File: config.mk
export PLATFORM = sky130hd
export DESIGN_NAME = timestep_ladder_governor_top
export DESIGN_NICKNAME = d
export VERILOG_FILES = /design/src/sv/tlg_pkg.sv /design/src/sv/tlg_front.sv /design/src/sv/tlg_fifo.sv /design/src/sv/tlg_div.sv /design/src/sv/tlg_back.sv /design/src/sv/timestep_ladder_governor_top.sv
export SDC_FILE = /design/constraint.sdc
export NUM_CORES = 1
export LEC_CHECK = 0
export BUFFER_PORTS_ARGS = -buffer_cell sky130_fd_sc_hd__buf_2
export CELL_PAD_IN_SITES_DETAIL_PLACEMENT = 1
export CELL_PAD_IN_SITES_GLOBAL_PLACEMENT = 1
export CORE_UTILIZATION = 35
export DETAILED_ROUTE_END_ITERATION = 7
export PLACE_DENSITY_LB_ADDON = 0.1
export SLEW_MARGIN = 20
export SYNTH_ARGS = -nofsm -noshare
export SYNTH_HDL_FRONTEND = slang
export SYNTH_SLANG_ARGS = --single-unit
File: constraint.sdc
create_clock -name clk -period 5.91 [get_ports clk]
set_input_delay 0.591 -clock clk [delete_from_list [all_inputs] [get_ports clk]]
set_output_delay 0.591 -clock clk [all_outputs]
set_load 0.05 [all_outputs]
File: src/sv/tlg_pkg.sv
package tlg_pkg;

  // Field widths
  localparam int unsigned TIME_W  = 32;
  localparam int unsigned LEVEL_W = 5;
  localparam int unsigned DWELL_W = 33;
  localparam int unsigned TAU_W   = 31;
  localparam int unsigned CFG_IDX_W = 2;

  // Register indexes
  localparam logic [CFG_IDX_W-1:0] REG_MAX_STEP   = 2'd0;
  localparam logic [CFG_IDX_W-1:0] REG_FINEST     = 2'd1;
  localparam logic [CFG_IDX_W-1:0] REG_RAISE_DWELL = 2'd2;

  // Register reset values
  localparam logic [TIME_W-1:0]  RST_MAX_STEP    = 32'd16667;
  localparam logic [LEVEL_W-1:0] RST_FINEST      = 5'd4;
  localparam logic [TAU_W-1:0]   RST_RAISE_DWELL = 31'd500000;

  // Serial divider step counter width
  localparam int unsigned DIV_CNT_W = $clog2(TIME_W + 1);

  typedef struct packed {
    logic [TIME_W-1:0]  max_step_us;
    logic [LEVEL_W-1:0] finest_level;
    logic [TAU_W-1:0]   raise_dwell_us;
  } tlg_cfg_t;

  // Work handed from the front to the back
  typedef struct packed {
    logic [LEVEL_W-1:0] level;
    logic [TIME_W-1:0]  frame_us;
  } tlg_job_t;

endpackage

File: src/sv/tlg_front.sv
module tlg_front (
  input  logic                          clk,
  input  logic                          rst,
  input  tlg_pkg::tlg_cfg_t             cfg,
  input  logic                          in_valid,
  output logic                          in_ready,
  input  logic [tlg_pkg::TIME_W-1:0]    target_step_us,
  input  logic [tlg_pkg::TIME_W-1:0]    frame_us,
  output logic                          push,
  output tlg_pkg::tlg_job_t             push_job,
  input  logic                          push_ready
);
  import tlg_pkg::*;

  typedef enum logic [2:0] {
    F_IDLE   = 3'b001,
    F_SEARCH = 3'b010,
    F_PUSH   = 3'b100
  } front_state_t;

  front_state_t        state;
  logic [TIME_W-1:0]   target;
  logic [TIME_W-1:0]   frame;
  logic [LEVEL_W-1:0]  k;
  logic [LEVEL_W-1:0]  want;
  logic [LEVEL_W-1:0]  cur_level;
  logic [DWELL_W-1:0]  dwell;

  logic [LEVEL_W-1:0]  cur_level_next;
  logic [DWELL_W-1:0]  dwell_next;
  logic [DWELL_W:0]    sum;
  logic [DWELL_W:0]    cap;
  logic [LEVEL_W-1:0]  down;
  logic                hit;

  assign in_ready = (state == F_IDLE);
  assign push     = (state == F_PUSH) && push_ready;
  assign push_job = '{level: cur_level_next, frame_us: frame};

  // Level k covers the target when target << k reaches the max step
  assign hit = (({{TIME_W{1'b0}}, target} << k) >= {{TIME_W{1'b0}}, cfg.max_step_us});

  // Hysteresis on the kept level and dwell
  always_comb begin
    sum  = (DWELL_W+1)'(dwell) + (DWELL_W+1)'(frame);
    cap  = (DWELL_W+1)'({cfg.raise_dwell_us, 1'b0});
    down = cur_level - LEVEL_W'(1);
    cur_level_next = cur_level;
    dwell_next     = dwell;
    if (want > cur_level) begin
      cur_level_next = cur_level + LEVEL_W'(1);
      dwell_next     = '0;
    end else if (want < cur_level) begin
      if (sum[DWELL_W-1:0] >= DWELL_W'(cfg.raise_dwell_us)) begin
        cur_level_next = (want > down) ? want : down;
        dwell_next     = '0;
      end else begin
        dwell_next = sum[DWELL_W-1:0];
      end
    end else begin
      dwell_next = (sum < cap) ? sum[DWELL_W-1:0] : cap[DWELL_W-1:0];
    end
  end

  // Control
  always_ff @(posedge clk) begin
    if (rst) begin
      state     <= F_IDLE;
      cur_level <= '0;
      dwell     <= '0;
    end else begin
      case (state)
        F_IDLE: begin
          if (in_valid) begin
            if (target_step_us == '0) begin
              state <= F_PUSH;
            end else begin
              state <= F_SEARCH;
            end
          end
        end
        F_SEARCH: begin
          if (k >= cfg.finest_level || hit) begin
            state <= F_PUSH;
          end
        end
        F_PUSH: begin
          if (push_ready) begin
            cur_level <= cur_level_next;
            dwell     <= dwell_next;
            state     <= F_IDLE;
          end
        end
        default: state <= F_IDLE;
      endcase
    end
  end

  // Payload: capture the item and walk the ladder one level a cycle
  always_ff @(posedge clk) begin
    case (state)
      F_IDLE: begin
        if (in_valid) begin
          target <= target_step_us;
          frame  <= frame_us;
          k      <= '0;
          want   <= cfg.finest_level;
        end
      end
      F_SEARCH: begin
        if (k >= cfg.finest_level) begin
          want <= cfg.finest_level;
        end else if (hit) begin
          want <= k;
        end else begin
          k <= k + LEVEL_W'(1);
        end
      end
      default: begin
      end
    endcase
  end

endmodule

File: src/sv/tlg_fifo.sv
module tlg_fifo (
  input  logic               clk,
  input  logic               rst,
  input  logic               push,
  input  tlg_pkg::tlg_job_t  push_job,
  output logic               push_ready,
  input  logic               pop,
  output tlg_pkg::tlg_job_t  pop_job,
  output logic               pop_valid
);
  import tlg_pkg::*;

  localparam int unsigned DEPTH = 2;

  tlg_job_t     mem [DEPTH];
  logic         wr_ptr;
  logic         rd_ptr;
  logic [1:0]   count;

  assign push_ready = (count != 2'(DEPTH));
  assign pop_valid  = (count != 2'd0);
  assign pop_job    = mem[rd_ptr];

  // Store entries
  always_ff @(posedge clk) begin
    if (push) begin
      mem[wr_ptr] <= push_job;
    end
  end

  // Advance pointers and count
  always_ff @(posedge clk) begin
    if (rst) begin
      wr_ptr <= 1'b0;
      rd_ptr <= 1'b0;
      count  <= 2'd0;
    end else begin
      if (push) wr_ptr <= ~wr_ptr;
      if (pop)  rd_ptr <= ~rd_ptr;
      if (push && !pop) begin
        count <= count + 2'd1;
      end else if (pop && !push) begin
        count <= count - 2'd1;
      end
    end
  end

endmodule

File: src/sv/tlg_div.sv
module tlg_div (
  input  logic                        clk,
  input  logic                        rst,
  input  logic                        start,
  input  logic [tlg_pkg::TIME_W-1:0]  dividend,
  input  logic [tlg_pkg::TIME_W-1:0]  divisor,
  output logic                        busy,
  output logic                        done,
  output logic [tlg_pkg::TIME_W-1:0]  quotient,
  output logic [tlg_pkg::TIME_W-1:0]  remainder
);
  import tlg_pkg::*;

  logic [TIME_W-1:0]    dvs;
  logic [DIV_CNT_W-1:0] cnt;
  logic [TIME_W:0]      shifted;
  logic                 fits;

  // One restoring step: bring down the next dividend bit
  assign shifted = {remainder, quotient[TIME_W-1]};
  assign fits    = (shifted >= {1'b0, dvs});

  always_ff @(posedge clk) begin
    if (rst) begin
      busy <= 1'b0;
      done <= 1'b0;
      cnt  <= '0;
    end else begin
      done <= 1'b0;
      if (start) begin
        busy <= 1'b1;
        cnt  <= DIV_CNT_W'(TIME_W);
      end else if (busy) begin
        cnt <= cnt - DIV_CNT_W'(1);
        if (cnt == DIV_CNT_W'(1)) begin
          busy <= 1'b0;
          done <= 1'b1;
        end
      end
    end
  end

  always_ff @(posedge clk) begin
    if (start) begin
      dvs       <= divisor;
      quotient  <= dividend;
      remainder <= '0;
    end else if (busy) begin
      if (fits) begin
        remainder <= TIME_W'(shifted - {1'b0, dvs});
        quotient  <= {quotient[TIME_W-2:0], 1'b1};
      end else begin
        remainder <= shifted[TIME_W-1:0];
        quotient  <= {quotient[TIME_W-2:0], 1'b0};
      end
    end
  end

endmodule

File: src/sv/tlg_back.sv
module tlg_back (
  input  logic                         clk,
  input  logic                         rst,
  input  logic [tlg_pkg::TIME_W-1:0]   max_step_us,
  input  logic                         job_valid,
  input  tlg_pkg::tlg_job_t            job,
  output logic                         pop,
  output logic                         out_valid,
  input  logic                         out_ready,
  output logic [tlg_pkg::LEVEL_W-1:0]  level,
  output logic [tlg_pkg::TIME_W-1:0]   substeps,
  output logic [tlg_pkg::TIME_W-1:0]   substep_us
);
  import tlg_pkg::*;

  typedef enum logic [5:0] {
    B_IDLE  = 6'b000001,
    B_LOAD1 = 6'b000010,
    B_WAIT1 = 6'b000100,
    B_LOAD2 = 6'b001000,
    B_WAIT2 = 6'b010000,
    B_DONE  = 6'b100000
  } back_state_t;

  back_state_t         state;
  logic [LEVEL_W-1:0]  lvl;
  logic [TIME_W-1:0]   frame;
  logic [TIME_W-1:0]   n;
  logic [TIME_W-1:0]   quo_last;

  logic [TIME_W-1:0]   step_raw;
  logic [TIME_W-1:0]   step;
  logic [TIME_W-1:0]   n_raw;
  logic                div_start;
  logic [TIME_W-1:0]   div_divisor;
  logic                div_busy;
  logic                div_done;
  logic [TIME_W-1:0]   div_quo;
  logic [TIME_W-1:0]   div_rem;
  logic                load_out;

  assign pop       = (state == B_IDLE) && job_valid;
  assign load_out  = (state == B_DONE) && (!out_valid || out_ready);

  // Ladder step floored to one
  assign step_raw = max_step_us >> lvl;
  assign step     = (step_raw == '0) ? TIME_W'(1) : step_raw;

  // Ceiling of frame / step; floored to one when stored in n
  assign n_raw = div_quo + TIME_W'(div_rem != '0);

  assign div_start   = (state == B_LOAD1) || (state == B_LOAD2);
  assign div_divisor = (state == B_LOAD1) ? step : n;

  tlg_div u_div (
    .clk       (clk),
    .rst       (rst),
    .start     (div_start),
    .dividend  (frame),
    .divisor   (div_divisor),
    .busy      (div_busy),
    .done      (div_done),
    .quotient  (div_quo),
    .remainder (div_rem)
  );

  // Sequence the two divisions
  always_ff @(posedge clk) begin
    if (rst) begin
      state     <= B_IDLE;
      out_valid <= 1'b0;
    end else begin
      if (load_out) begin
        out_valid <= 1'b1;
      end else if (out_ready) begin
        out_valid <= 1'b0;
      end
      case (state)
        B_IDLE:  if (job_valid) state <= B_LOAD1;
        B_LOAD1: state <= B_WAIT1;
        B_WAIT1: if (div_done) state <= B_LOAD2;
        B_LOAD2: state <= B_WAIT2;
        B_WAIT2: if (div_done) state <= B_DONE;
        B_DONE:  if (load_out) state <= B_IDLE;
        default: state <= B_IDLE;
      endcase
    end
  end

  // Hold the job and intermediate results
  always_ff @(posedge clk) begin
    if (pop) begin
      lvl   <= job.level;
      frame <= job.frame_us;
    end
    if (state == B_WAIT1 && div_done) begin
      n <= (n_raw == '0) ? TIME_W'(1) : n_raw;
    end
    if (state == B_WAIT2 && div_done) begin
      quo_last <= div_quo;
    end
    if (load_out) begin
      level      <= lvl;
      substeps   <= n;
      substep_us <= quo_last;
    end
  end

  a_substeps_nonzero: assert property (@(posedge clk) disable iff (rst)
    out_valid |-> (substeps != '0))
    else $error("substep count is zero");

  a_wait_has_div: assert property (@(posedge clk) disable iff (rst)
    (state == B_WAIT1 || state == B_WAIT2) |-> (div_busy || div_done))
    else $error("waiting on an idle divider");

  a_no_start_busy: assert property (@(posedge clk) disable iff (rst)
    div_start |-> !div_busy)
    else $error("divider restarted while busy");

endmodule

File: src/sv/timestep_ladder_governor_top.sv
// Front: searches the ladder one level per cycle for the level to use;
//   the back then runs two 32-step serial divisions on the shared divider.
// The back takes a new item only when done with the last; a two-entry
//   queue lets the front take the next item meanwhile.
// Reset (rst, synchronous): level 0, dwell 0, registers to their defaults,
//   queue empty, no result pending.
module timestep_ladder_governor_top (
  input  logic                          clk,
  input  logic                          rst,
  input  logic                          cfg_we,
  input  logic [tlg_pkg::CFG_IDX_W-1:0] cfg_index,
  input  logic [tlg_pkg::TIME_W-1:0]    cfg_data,
  input  logic                          in_valid,
  output logic                          in_ready,
  input  logic [tlg_pkg::TIME_W-1:0]    target_step_us,
  input  logic [tlg_pkg::TIME_W-1:0]    frame_us,
  output logic                          out_valid,
  input  logic                          out_ready,
  output logic [tlg_pkg::LEVEL_W-1:0]   level,
  output logic [tlg_pkg::TIME_W-1:0]    substeps,
  output logic [tlg_pkg::TIME_W-1:0]    substep_us
);
  import tlg_pkg::*;

  tlg_cfg_t  cfg;
  logic      push;
  tlg_job_t  push_job;
  logic      push_ready;
  logic      pop;
  tlg_job_t  pop_job;
  logic      pop_valid;

  // Configuration registers
  always_ff @(posedge clk) begin
    if (rst) begin
      cfg.max_step_us    <= RST_MAX_STEP;
      cfg.finest_level   <= RST_FINEST;
      cfg.raise_dwell_us <= RST_RAISE_DWELL;
    end else if (cfg_we) begin
      case (cfg_index)
        REG_MAX_STEP:    cfg.max_step_us    <= cfg_data;
        REG_FINEST:      cfg.finest_level   <= cfg_data[LEVEL_W-1:0];
        REG_RAISE_DWELL: cfg.raise_dwell_us <= cfg_data[TAU_W-1:0];
        default: begin
        end
      endcase
    end
  end

  tlg_front u_front (
    .clk            (clk),
    .rst            (rst),
    .cfg            (cfg),
    .in_valid       (in_valid),
    .in_ready       (in_ready),
    .target_step_us (target_step_us),
    .frame_us       (frame_us),
    .push           (push),
    .push_job       (push_job),
    .push_ready     (push_ready)
  );

  tlg_fifo u_fifo (
    .clk        (clk),
    .rst        (rst),
    .push       (push),
    .push_job   (push_job),
    .push_ready (push_ready),
    .pop        (pop),
    .pop_job    (pop_job),
    .pop_valid  (pop_valid)
  );

  tlg_back u_back (
    .clk         (clk),
    .rst         (rst),
    .max_step_us (cfg.max_step_us),
    .job_valid   (pop_valid),
    .job         (pop_job),
    .pop         (pop),
    .out_valid   (out_valid),
    .out_ready   (out_ready),
    .level       (level),
    .substeps    (substeps),
    .substep_us  (substep_us)
  );

endmodule
==> impl_metrics.ini, run 1 <==
[run_status]
outcome = complete, no violations

[floorplanning]
die_h_um = 295
row_count = 107
core-area_mm2 = 0.0850
die-width_um = 295
ioPinCount = 174
initial_utilization = 0.353
dieArea_mm2 = 0.0869

[sta]
timing.final.hold_violations = 0
fin_crit_ns = 5.55
report.final.setup_viol = 0
maxSlewHeadroom = 0.303
max_freq_ghz = 0.180
rsz_0062_raised_after_global_routing = no
min_period_over_period = 0.940
finClkSkew_ns = 0.0463
fin_hold_ws_ns = 0.119
final-max-slew-violation-count = 0
fin_tns_setup_ns = 0
max_slew.worst_pin.slew_ns = 1.04

[synth]
synthArstFlopShare = 0
yosys.area_share.adder = 0.0764
syn_avg_cell_area_um2 = 10.5
cell_variety_after_synth = 98
post_synth_inst_count = 2854
dominant_combinational_cell_family_by_area_after_synthesis = compound AO/OA/AOI/OAI gates
area_of_the_mapped_netlist_mm2 = 0.0300
dominantRegCellSynth = sky130_fd_sc_hd__edfxtp_1
ys_seq_elements = 542
ys_warn_count = 0
number_of_enable_flip_flop_cells_after_synthesis = 382
synth-compound-area-share = 0.136
synth-simple-area-share = 0.133
synth.net_count = 3139
synthXorXnorAreaFrac = 0.0312
ys_seq_area_frac = 0.489
synthMuxAreaShare = 0.0940

[critical_path]
r2r_start = u_front.frame[1]
reg2regPathDepth = 20
critical_path.reg2reg.endpoint = u_front.dwell[13]
crit_type = reg -> reg
cp_data_arrival_time_ns = 6.07
setup.reg_to_reg.worst_slack_ns = 0.36
timing.critical_path.fanout_max = 31
worst_setup_path_start_kind = flip-flop
worst_ep_required_time_ns = 6.42
endpoint_class_of_the_critical_path = flip-flop

[detailed_routing]
drt_iter0_drc = 1235
wirelength_mm = 94.5
drt_pass1_iterations = 5
route.vias.total = 22600
route.antenna.remaining_nets = 0
via_per_inst = 5.39
drc_errors = 0
route.detailed.wl_per_inst_um = 22.5

[cells_and_area]
finish.cell_count_without_fillers = 4194
utilization = 0.404
multiInputGateArea_mm2 = 0.0142
num-fill-cells = 9391
register_area_mm2 = 0.0147
design.final.nets = 3282
drive_above_1_share = 0.156
flow.area_growth_from_synthesis_pct = 14.3

[min_path]
min_delay_path_depth = 1
timing.hold.worst_endpoint = u_front.frame[24]
worst_hold_path_type = in -> reg
worst_hold_startpoint = frame_us[24]

[pwr]
comb_power_share = 0.264
p_clk_frac = 0.335
net-switching-power_mw = 4.12
power.internal_mw = 8.16
share_of_power_burned_in_registers = 0.401
p_leak_nw = 13.2
vdd_drop_max_mv = 0.214
power_per_cell_area_mw_per_mm2 = 358
power.switching_fraction = 0.335

[cts]
cts-root-buf = sky130_fd_sc_hd__clkbuf_16
holdBufCountCts = 0
ctsHtreeMaxLevel = 3
tritoncts = built
insertion_delay_ns = 0.64
clock-sinks = 542
cts_buffers = 66
cts_max_path_buffers = 3
cts.reportedPaths.clkPinSlew_ns = 0.06

[place]
io_buffer_count = 173
routabilityCongestion = 0.857
dp.cells = 4069
hpwl_mm = 71.7

[global_routing]
antenna_found_initial = 5
globalRouteTotalUtil = 0.218
pin_count_of_the_biggest_net_entering_global_routing = 75
final_global_route_overflow_total = 0
first_global_vias = 23300
grt_first_pass_wirelength_mm = 145

[flow_run]
total_of_max_cap_violations = 0
-- stage by stage --
stage               worst slack [ns]  cell area [um^2]  power, mW
global placement               0.131             32000       8.16
floorplan                     0.0877             30000       7.26
finish                         0.357             34300       12.3
CTS                            0.182             34200       12.4
detailed placement            0.0217             32000       8.24
global route                  0.0946             34300       13.0
-- worst max path at each step --
stage	from	endpoint	slack (ns)	depth (start not counted)
after floorplan	in_valid	u_front.state[1]	0.09	4
after global placement	u_front.frame[18]	u_front.dwell[22]	0.13	19
after detailed placement	u_front.frame[17]	u_front.dwell[18]	0.02	19
after CTS	u_front.frame[17]	u_front.dwell[18]	0.18	19
after global routing	u_front.frame[1]	u_front.dwell[18]	0.09	17
final	u_front.frame[1]	u_front.dwell[13]	0.36	20
-- critical path: stages (launching register included) --
cell,delay [ns]
sky130_fd_sc_hd__edfxtp_1,0.46
sky130_fd_sc_hd__ha_1,0.35
sky130_fd_sc_hd__a211oi_1,0.27
sky130_fd_sc_hd__o21ai_1,0.21
sky130_fd_sc_hd__buf_4,0.19
sky130_fd_sc_hd__o211ai_1,0.45
sky130_fd_sc_hd__nand3_1,0.22
sky130_fd_sc_hd__a41o_1,0.29
sky130_fd_sc_hd__a21oi_1,0.23
sky130_fd_sc_hd__xnor2_2,0.19
sky130_fd_sc_hd__ha_1,0.30
sky130_fd_sc_hd__a21o_1,0.16
sky130_fd_sc_hd__a21o_1,0.17
sky130_fd_sc_hd__a21oi_1,0.27
sky130_fd_sc_hd__nand4_1,0.22
sky130_fd_sc_hd__a311o_1,0.38
sky130_fd_sc_hd__a22o_2,0.26
sky130_fd_sc_hd__o21ai_4,0.15
sky130_fd_sc_hd__buf_12,0.26
sky130_fd_sc_hd__mux2i_1,0.29
sky130_fd_sc_hd__o21ai_1,0.10
-- cell type report --
type,instances,area share
Clock buffer,86,0.0518
Inverter,152,0.0166
Antenna cell,1,0.0000729
Clock inverter,34,0.0127
Multi-Input combinational cell,2021,0.414
Timing Repair Buffer,214,0.0353
Tap cell,1144,0.0417
Sequential cell,542,0.428
-- state kept, by name, summed over array words and instances, names as in the netlist, 6 cells and up --
name / count
u_back.u_div.quotient: 32
u_front.dwell: 33
u_back.u_div.dvs: 32
u_back.substeps: 32
u_front.target: 32
u_back.state: 6
u_back.quo_last: 32
cfg: 68
u_back.substep_us: 32
u_back.frame: 32
u_back.u_div.remainder: 32
u_front.frame: 32
u_back.u_div.cnt: 6
u_fifo.mem: 74
u_back.n: 32
-- cells in the final DEF (no fill, tap or decap), types with 40 or more instances in the layout --
cell type	synthesis	layout
sky130_fd_sc_hd__nand2_1	412	412
sky130_fd_sc_hd__edfxtp_1	382	382
sky130_fd_sc_hd__a21oi_1	211	211
sky130_fd_sc_hd__ha_1	180	180
sky130_fd_sc_hd__buf_2	16	173
sky130_fd_sc_hd__dfxtp_1	160	158
sky130_fd_sc_hd__inv_1	149	149
sky130_fd_sc_hd__o21ai_0	144	143
sky130_fd_sc_hd__nor2_1	140	137
sky130_fd_sc_hd__mux2i_1	103	103
sky130_fd_sc_hd__mux2_2	73	73
sky130_fd_sc_hd__xnor2_1	70	69
sky130_fd_sc_hd__clkbuf_16	0	66
sky130_fd_sc_hd__nand3_1	65	65
sky130_fd_sc_hd__nand4_1	51	51
sky130_fd_sc_hd__a21o_1	45	45
sky130_fd_sc_hd__mux4_2	43	43
sky130_fd_sc_hd__nor3_1	41	40
-- per-layer routing --
layer	vias to the layer above	share of wire	GRT usage
li1	10800	-	-
met1	11300	0.49	0.315
met2	440	0.45	0.348
met3	95	0.037	0.0245
met4	2	0.015	0.0488
met5	-	0.00011	0
-- synthesized netlist by cell type (45+ instances only) --
cell,count,area share
sky130_fd_sc_hd__nand2_1,412,0.052
sky130_fd_sc_hd__edfxtp_1,382,0.38
sky130_fd_sc_hd__a21oi_1,211,0.035
sky130_fd_sc_hd__ha_1,180,0.075
sky130_fd_sc_hd__dfxtp_1,160,0.11
sky130_fd_sc_hd__inv_1,149,0.019
sky130_fd_sc_hd__o21ai_0,144,0.024
sky130_fd_sc_hd__nor2_1,140,0.018
sky130_fd_sc_hd__mux2i_1,103,0.034
sky130_fd_sc_hd__clkbuf_1,91,0.011
sky130_fd_sc_hd__mux2_2,73,0.027
sky130_fd_sc_hd__xnor2_1,70,0.020
sky130_fd_sc_hd__nand3_1,65,0.011
sky130_fd_sc_hd__nand4_1,51,0.011
sky130_fd_sc_hd__a21o_1,45,0.011
-- kinds of logic after synthesis --
family	count (synthesis)
AOI/OAI and AO/OA	649
xor gates and xnor gates	107
adders and majority gates	182
buffers and inverters	291
DFF	542
muxes	219
and+or+nand+nor	864
-- power groups by stage --
stage	Combinational, mW	Clock (mW)	Sequential, mW
3_3_place_gp	3.16	0	4.99
3_5_place_dp	3.23	0	5.01
6_report	3.24	4.11	4.93
4_1_cts	3.25	4.22	4.93
5_1_grt	3.61	4.36	4.98
2_1_floorplan	2.51	0	4.75
-- repair_timing --
item	4_1_cts	5_1_grt
endpoints found under the setup margin	3	32
pin swaps	0	1
gates resized for setup	1	2
buffers inserted	0	4
Power figures use the tool's default switching activity.
==> run 2: changes to the inputs <==
--- a/config.mk
+++ b/config.mk
@@ -5,11 +5,12 @@
 export SDC_FILE = /design/constraint.sdc
 export NUM_CORES = 1
 export LEC_CHECK = 0
-export BUFFER_PORTS_ARGS = -buffer_cell sky130_fd_sc_hd__buf_2
+export ABC_CLOCK_PERIOD_IN_PS = 5910
 export CELL_PAD_IN_SITES_DETAIL_PLACEMENT = 1
 export CELL_PAD_IN_SITES_GLOBAL_PLACEMENT = 1
 export CORE_UTILIZATION = 35
 export DETAILED_ROUTE_END_ITERATION = 7
+export DONT_BUFFER_PORTS = 1
 export PLACE_DENSITY_LB_ADDON = 0.1
 export SLEW_MARGIN = 20
 export SYNTH_ARGS = -nofsm -noshare
==> run 2 against run 1 <==
Against the previous run: clock skew increased by 0.0091 ns; register-to-register slack improved by 0.11 ns; die area unchanged; critical path depth unchanged; sequential cell count unchanged; first-iteration DRC count decreased by 11%; cell area decreased by 2.1%; clock-buffer cell count decreased by 14; maximum frequency increased by 2.0%; core utilization decreased by 0.87 points; critical path type unchanged; critical endpoint is now u_front.dwell[19]; highest routed layer unchanged.
==> impl_metrics.ini, run 2 (same netlist as run 1, synthesis figures left out) <==
[floorplanning]
ioPinCount = 174
dieArea_mm2 = 0.0869
die-width_um = 295
initial_utilization = 0.353
row_count = 107
die_h_um = 295
core-area_mm2 = 0.0850

[critical_path]
timing.critical_path.slowest_cell_delay_ns = 0.44
worst_setup_path_start_kind = flip-flop
critPathMostFrequentCell = sky130_fd_sc_hd__buf_4
cp_data_arrival_time_ns = 6.03
cp_cell_sequence = ha_1 -> fa_1 -> a211oi_1 -> o211a_1 -> or4_4 -> and2_4 -> xnor2_1 -> ha_1 -> and4_1 -> and4_1 -> a221oi_1 -> o211ai_1 -> a211oi_1 -> o21ai_0 -> o31ai_4 -> buf_4 -> buf_4 -> nand4_2 -> buf_4 -> o21ai_1
cp_top_family = compound AO/OA/AOI/OAI gates
crit_type = reg -> reg
endpoint_class_of_the_critical_path = flip-flop
timing.critical_path.fanout_max = 30
worst_ep_required_time_ns = 6.50
critical_path_buf_inv_count = 3
critical-path-slowest-cell = sky130_fd_sc_hd__fa_1

[cts]
clock-sinks = 542
tritoncts = built
ctsHtreeMaxLevel = 2
cts-root-buf = sky130_fd_sc_hd__clkbuf_16
insertion_delay_ns = 0.67
cts_buffers = 61
cts_max_path_buffers = 3
cts.reportedPaths.clkPinSlew_ns = 0.06

[cells_and_area]
flow.area_growth_from_synthesis_pct = 11.8
largest_reg_flops = 74
most_common_library_cell_in_the_layout_ignoring_fill_and_taps = sky130_fd_sc_hd__nand2_1
utilization = 0.395
final_design_area_no_fill_mm2 = 0.0336
top_regs = u_fifo.mem x74, cfg x68, u_front.dwell x33
regMostFlops = u_fifo.mem
finish.cell_count_without_fillers = 4051
final_cell_mix = sky130_fd_sc_hd__nand2_1 (412), sky130_fd_sc_hd__edfxtp_1 (382), sky130_fd_sc_hd__a21oi_1 (211), sky130_fd_sc_hd__ha_1 (180), sky130_fd_sc_hd__dfxtp_1 (158)
num-fill-cells = 9361
design.final.nets = 3133
drive_above_1_share = 0.105

[pwr]
power_per_cell_area_mw_per_mm2 = 356
report.power.total_mw = 11.9
vdd_drop_max_mv = 0.319
p_leak_nw = 12.5

[place]
hpwl_mm = 71.6
post-place-ws_ns = 0.119
io_buffer_count = 0
postPlaceCellArea_mm2 = 0.0311
routabilityCongestion = 0.876
dp.cells = 3892

[global_routing]
globalRouteTotalUtil = 0.216
grt_first_pass_wirelength_mm = 143
final_global_route_overflow_total = 0
first_global_vias = 23100
pin_count_of_the_biggest_net_entering_global_routing = 75
antenna_found_initial = 10

[sta]
final_critical_path_setup_slack_ns = 0.465
fin_hold_ws_ns = 0.0620
report.final.setup_viol = 0
final-max-slew-violation-count = 0
fin_crit_ns = 5.44
min_period_over_period = 0.921
maxSlewHeadroom = 0.291
max_freq_ghz = 0.184
fin_tns_setup_ns = 0
timing.final.hold_violations = 0
rsz_0062_raised_after_global_routing = no
max_slew.worst_pin.slew_ns = 1.06
finClkSkew_ns = 0.0555

[detailed_routing]
via_per_inst = 5.46
drt_iter0_drc = 1105
route.vias.total = 22100
route.antenna.remaining_nets = 0
route.detailed.wl_per_inst_um = 23.2
drc_errors = 0
drt_pass1_iterations = 5
wirelength_mm = 94.0

[min_path]
worst_hold_path_type = in -> reg

[run_status]
outcome = complete, no violations

[flow_run]
total_of_max_cap_violations = 0
run 2: worst paths after layout:
kind	start	end	slack [ns]	depth (start not counted)
worst min-delay path	target_step_us[30]	u_front.target[30]	0.06	0
worst min register to register	u_back.quo_last[10]	u_back.substep_us[10]	0.42	0
worst max-delay path	u_front.frame[0]	u_front.dwell[19]	0.47	20
worst max register to register	u_front.frame[0]	u_front.dwell[19]	0.47	20
run 2: power breakdown:
| part | switching (mW) | leakage [nW] | internal (mW) | total, mW |
|---|---|---|---|---|
| sequential | 0.426 | 4.79 | 4.49 | 4.91 |
| clock | 1.69 | 0.977 | 2.14 | 3.82 |
| combinational | 1.90 | 6.77 | 1.31 | 3.21 |
| total | 4.01 | 12.5 | 7.93 | 11.9 |
run 2: final cells by class:
class / count / area (um^2) / share of cell area
multi-input cells: 2021 / 14200 / 0.423
diodes: 6 / 15.0 / 0.000447
well taps: 1144 / 1430 / 0.0426
inverters: 152 / 571 / 0.0170
clock inverters: 44 / 440 / 0.0131
repair buffers: 70 / 636 / 0.0189
clock buffers: 72 / 1600 / 0.0476
flip-flops and latches: 542 / 14700 / 0.437
run 2: what timing repair did:
| action | 4_1_cts | 5_1_grt |
|---|---|---|
| setup buffers | 0 | 3 |
| hold endpoints to repair | 42 | 0 |
| endpoints found under the setup margin | 0 | 42 |
| hold buffers | 34 | 0 |
| resized for setup | 0 | 4 |
run 2: worst reg2reg max path, cell delays in order, from the launching register on:
cell                       delay [ns]
sky130_fd_sc_hd__edfxtp_1        0.42
sky130_fd_sc_hd__ha_1            0.27
sky130_fd_sc_hd__fa_1            0.44
sky130_fd_sc_hd__a211oi_1        0.35
sky130_fd_sc_hd__o211a_1         0.34
sky130_fd_sc_hd__or4_4           0.19
sky130_fd_sc_hd__and2_4          0.18
sky130_fd_sc_hd__xnor2_1         0.20
sky130_fd_sc_hd__ha_1            0.32
sky130_fd_sc_hd__and4_1          0.22
sky130_fd_sc_hd__and4_1          0.20
sky130_fd_sc_hd__a221oi_1        0.33
sky130_fd_sc_hd__o211ai_1        0.19
sky130_fd_sc_hd__a211oi_1        0.26
sky130_fd_sc_hd__o21ai_0         0.22
sky130_fd_sc_hd__o31ai_4         0.28
sky130_fd_sc_hd__buf_4           0.20
sky130_fd_sc_hd__buf_4           0.15
sky130_fd_sc_hd__nand4_2         0.09
sky130_fd_sc_hd__buf_4           0.31
sky130_fd_sc_hd__o21ai_1         0.20
run 2: routing by layer:
metal,GRT usage,wire (um),vias to the layer above
met5,0,62,-
li1,-,-,10500
met2,0.343,42500,463
met3,0.0456,5140,122
met4,0.0593,2390,10
met1,0.296,43900,11000
==> run 3: changes to the inputs <==
--- a/config.mk
+++ b/config.mk
@@ -5,7 +5,7 @@
 export SDC_FILE = /design/constraint.sdc
 export NUM_CORES = 1
 export LEC_CHECK = 0
-export ABC_CLOCK_PERIOD_IN_PS = 5910
+export ABC_CLOCK_PERIOD_IN_PS = 5200
 export CELL_PAD_IN_SITES_DETAIL_PLACEMENT = 1
 export CELL_PAD_IN_SITES_GLOBAL_PLACEMENT = 1
 export CORE_UTILIZATION = 35
==> constraint.sdc (replaced) <==
create_clock -name clk -period 5.2 [get_ports clk]
set_input_delay 0.52 -clock clk [delete_from_list [all_inputs] [get_ports clk]]
set_output_delay 0.52 -clock clk [all_outputs]
set_load 0.05 [all_outputs]
==> run 3 against run 2 <==
Against the previous run: core utilization grew 1.5 points; via count is 2.4% higher; first-iteration DRC count rose by 13%; clock-buffer cell count up 6; combinational power grew 16%; hold slack worse by 0.033 ns; clock power is 26% higher; die area did not move; cell area increased by 3.8%; largest power group unchanged.
==> impl_metrics.ini, run 3 (same netlist as run 1, synthesis figures left out) <==
[min_path]
timing.hold.worst_endpoint = cfg[24]
worst_hold_path_type = in -> reg
worst_hold_startpoint = cfg_data[24]
min_delay_path_depth = 2

[global_routing]
antenna_found_initial = 4
globalRouteTotalUtil = 0.223
final_global_route_overflow_total = 0
first_global_vias = 23300
grt_first_pass_wirelength_mm = 147
pin_count_of_the_biggest_net_entering_global_routing = 75

[pwr]
vdd_drop_max_mv = 0.268
power.internal_mw = 9.49
p_leak_nw = 13.1
power_per_cell_area_mw_per_mm2 = 406
net-switching-power_mw = 4.66
share_of_power_burned_in_registers = 0.396
comb_power_share = 0.263
p_clk_frac = 0.341
power.switching_fraction = 0.329
report.power.total_mw = 14.2

[floorplanning]
die_h_um = 295
die-width_um = 295
initial_utilization = 0.353
core-area_mm2 = 0.0850
dieArea_mm2 = 0.0869
ioPinCount = 174
row_count = 107

[sta]
max_slew.worst_pin.slew_ns = 1.04
timing.final.hold_violations = 0
final_critical_path_setup_slack_ns = 0.103
max_freq_ghz = 0.196
final-max-slew-violation-count = 0
maxSlewHeadroom = 0.305
finClkSkew_ns = 0.0316
fin_crit_ns = 5.10
min_period_over_period = 0.980
report.final.setup_viol = 0

[detailed_routing]
route.vias.total = 22700
route.detailed.wl_per_inst_um = 23.5
drt_pass1_iterations = 7
drt_iter0_drc = 1244
route.antenna.remaining_nets = 0
drc_errors = 0
via_per_inst = 5.46
wirelength_mm = 97.5

[cells_and_area]
design.final.nets = 3233
final_cell_mix = sky130_fd_sc_hd__nand2_1 (412), sky130_fd_sc_hd__edfxtp_1 (382), sky130_fd_sc_hd__a21oi_1 (208), sky130_fd_sc_hd__ha_1 (177), sky130_fd_sc_hd__dfxtp_1 (158)
regMostFlops = u_fifo.mem
final_design_area_no_fill_mm2 = 0.0348
drive_above_1_share = 0.119
flow.area_growth_from_synthesis_pct = 16.1
top_regs = u_fifo.mem x74, cfg x68, u_front.dwell x33
most_common_library_cell_in_the_layout_ignoring_fill_and_taps = sky130_fd_sc_hd__nand2_1
num-fill-cells = 9287
largest_reg_flops = 74
utilization = 0.410

[place]
routabilityCongestion = 0.866
post-place-ws_ns = 0.0277
io_buffer_count = 0
hpwl_mm = 72.1
postPlaceCellArea_mm2 = 0.0313

[critical_path]
reg2regPathDepth = 19
cp_data_arrival_time_ns = 5.63
worst_setup_path_start_kind = flip-flop
crit_type = reg -> reg
worst_ep_required_time_ns = 5.73
r2r_start = u_front.frame[1]
critical_path.reg2reg.endpoint = u_front.dwell[30]
setup.reg_to_reg.worst_slack_ns = 0.10
timing.critical_path.fanout_max = 7
endpoint_class_of_the_critical_path = flip-flop

[cts]
tritoncts = built
cts_max_path_buffers = 3
cts-root-buf = sky130_fd_sc_hd__clkbuf_16
ctsHtreeMaxLevel = 3
insertion_delay_ns = 0.65
cts_buffers = 66
clock-sinks = 542
cts.reportedPaths.clkPinSlew_ns = 0.06

[flow_run]
total_of_max_cap_violations = 0

[run_status]
outcome = complete, no violations
run 3: cell types whose count changed in the layout (fill, tap and decap cells not counted), moves of 5 or more:
| cell | delta |
|---|---|
| sky130_fd_sc_hd__dlygate4sd3_1 | +63 |
| sky130_fd_sc_hd__buf_4 | +25 |
| sky130_fd_sc_hd__clkbuf_16 | +10 |
| sky130_fd_sc_hd__clkinv_1 | +5 |
| sky130_fd_sc_hd__clkinvlp_4 | -5 |
run 3: worst max-delay path, cell delays in order, from the launching register on:
cell and delay (ns):
sky130_fd_sc_hd__edfxtp_1 0.45, sky130_fd_sc_hd__ha_1 0.36, sky130_fd_sc_hd__a211oi_2 0.27, sky130_fd_sc_hd__o21ai_2 0.18
sky130_fd_sc_hd__o211ai_1 0.41, sky130_fd_sc_hd__nand3_2 0.17, sky130_fd_sc_hd__a41o_1 0.28, sky130_fd_sc_hd__a21oi_1 0.19
sky130_fd_sc_hd__xnor2_1 0.20, sky130_fd_sc_hd__ha_1 0.32, sky130_fd_sc_hd__a21o_1 0.18, sky130_fd_sc_hd__a21o_1 0.19
sky130_fd_sc_hd__a21oi_2 0.16, sky130_fd_sc_hd__nand4_1 0.15, sky130_fd_sc_hd__a311o_1 0.35, sky130_fd_sc_hd__a22o_2 0.26
sky130_fd_sc_hd__o21ai_4 0.30, sky130_fd_sc_hd__buf_6 0.25, sky130_fd_sc_hd__mux2i_1 0.24, sky130_fd_sc_hd__o21ai_1 0.10
run 3: metal layers:
layer	part of all wire	vias to the layer above	wire length, um	track usage
li1	-	10700	-	-
met1	0.48	11300	47100	0.314
met2	0.45	471	44300	0.354
met3	0.041	122	4030	0.0381
met4	0.021	2	2070	0.0545
met5	0.00011	-	11	0
run 3: worst max-delay path by stage:
stage                startpoint                 to  slack (ns)  cells after the start
2_1_floorplan   u_back.state[2]    u_back.level[0]        0.81                      3
3_3_place_gp   u_front.frame[0]  u_fifo.mem[0][32]        0.15                     18
3_5_place_dp   u_front.frame[0]  u_fifo.mem[0][32]        0.03                     18
4_1_cts        u_front.frame[5]  u_fifo.mem[0][32]        0.01                     17
5_1_grt        u_front.frame[1]  u_front.dwell[12]       -0.02                     19
6_report       u_front.frame[1]  u_front.dwell[30]        0.10                     19
run 3: repair_timing:
action	4_1_cts	5_1_grt
endpoints found under the setup margin	2	45
buffers inserted	0	7
hold buffers	98	0
endpoints found under the hold margin	141	0
cloned	0	3
resized for setup	0	25
pin swaps	1	5
run 3: area by class of cell:
| cell class | instances | area [um^2] | share of cell area |
|---|---|---|---|
| timing repair buffer | 165 | 1590 | 0.0458 |
| inverter | 152 | 571 | 0.0164 |
| tap | 1144 | 1430 | 0.0411 |
| clock buffer | 78 | 1780 | 0.0511 |
| antenna | 6 | 15.0 | 0.000431 |
| clock inverter | 43 | 493 | 0.0141 |
| sequential | 542 | 14700 | 0.421 |
| multi-input combinational | 2021 | 14300 | 0.410 |
run 3: through the flow:
stage | hold WS (ns) | TNS, ns | cells
after floorplan | 0.400 | 0 | 2854
after global placement | 0.404 | 0 | 3915
after detailed placement | 0.406 | 0 | 3916
after CTS | 0.000759 | 0 | 4135
after global routing | 0.000944 | -0.0870 | 4145
final | 0.0291 | 0 | 4151
run 3: power by group through the flow:
stage | combinational (mW) | clock, mW | sequential, mW
finish | 3.72 | 4.83 | 5.60
global route | 4.14 | 5.11 | 5.67
CTS | 3.70 | 4.97 | 5.61
detailed placement | 3.59 | 0 | 5.69
global placement | 3.52 | 0 | 5.68
floorplan | 2.85 | 0 | 5.39
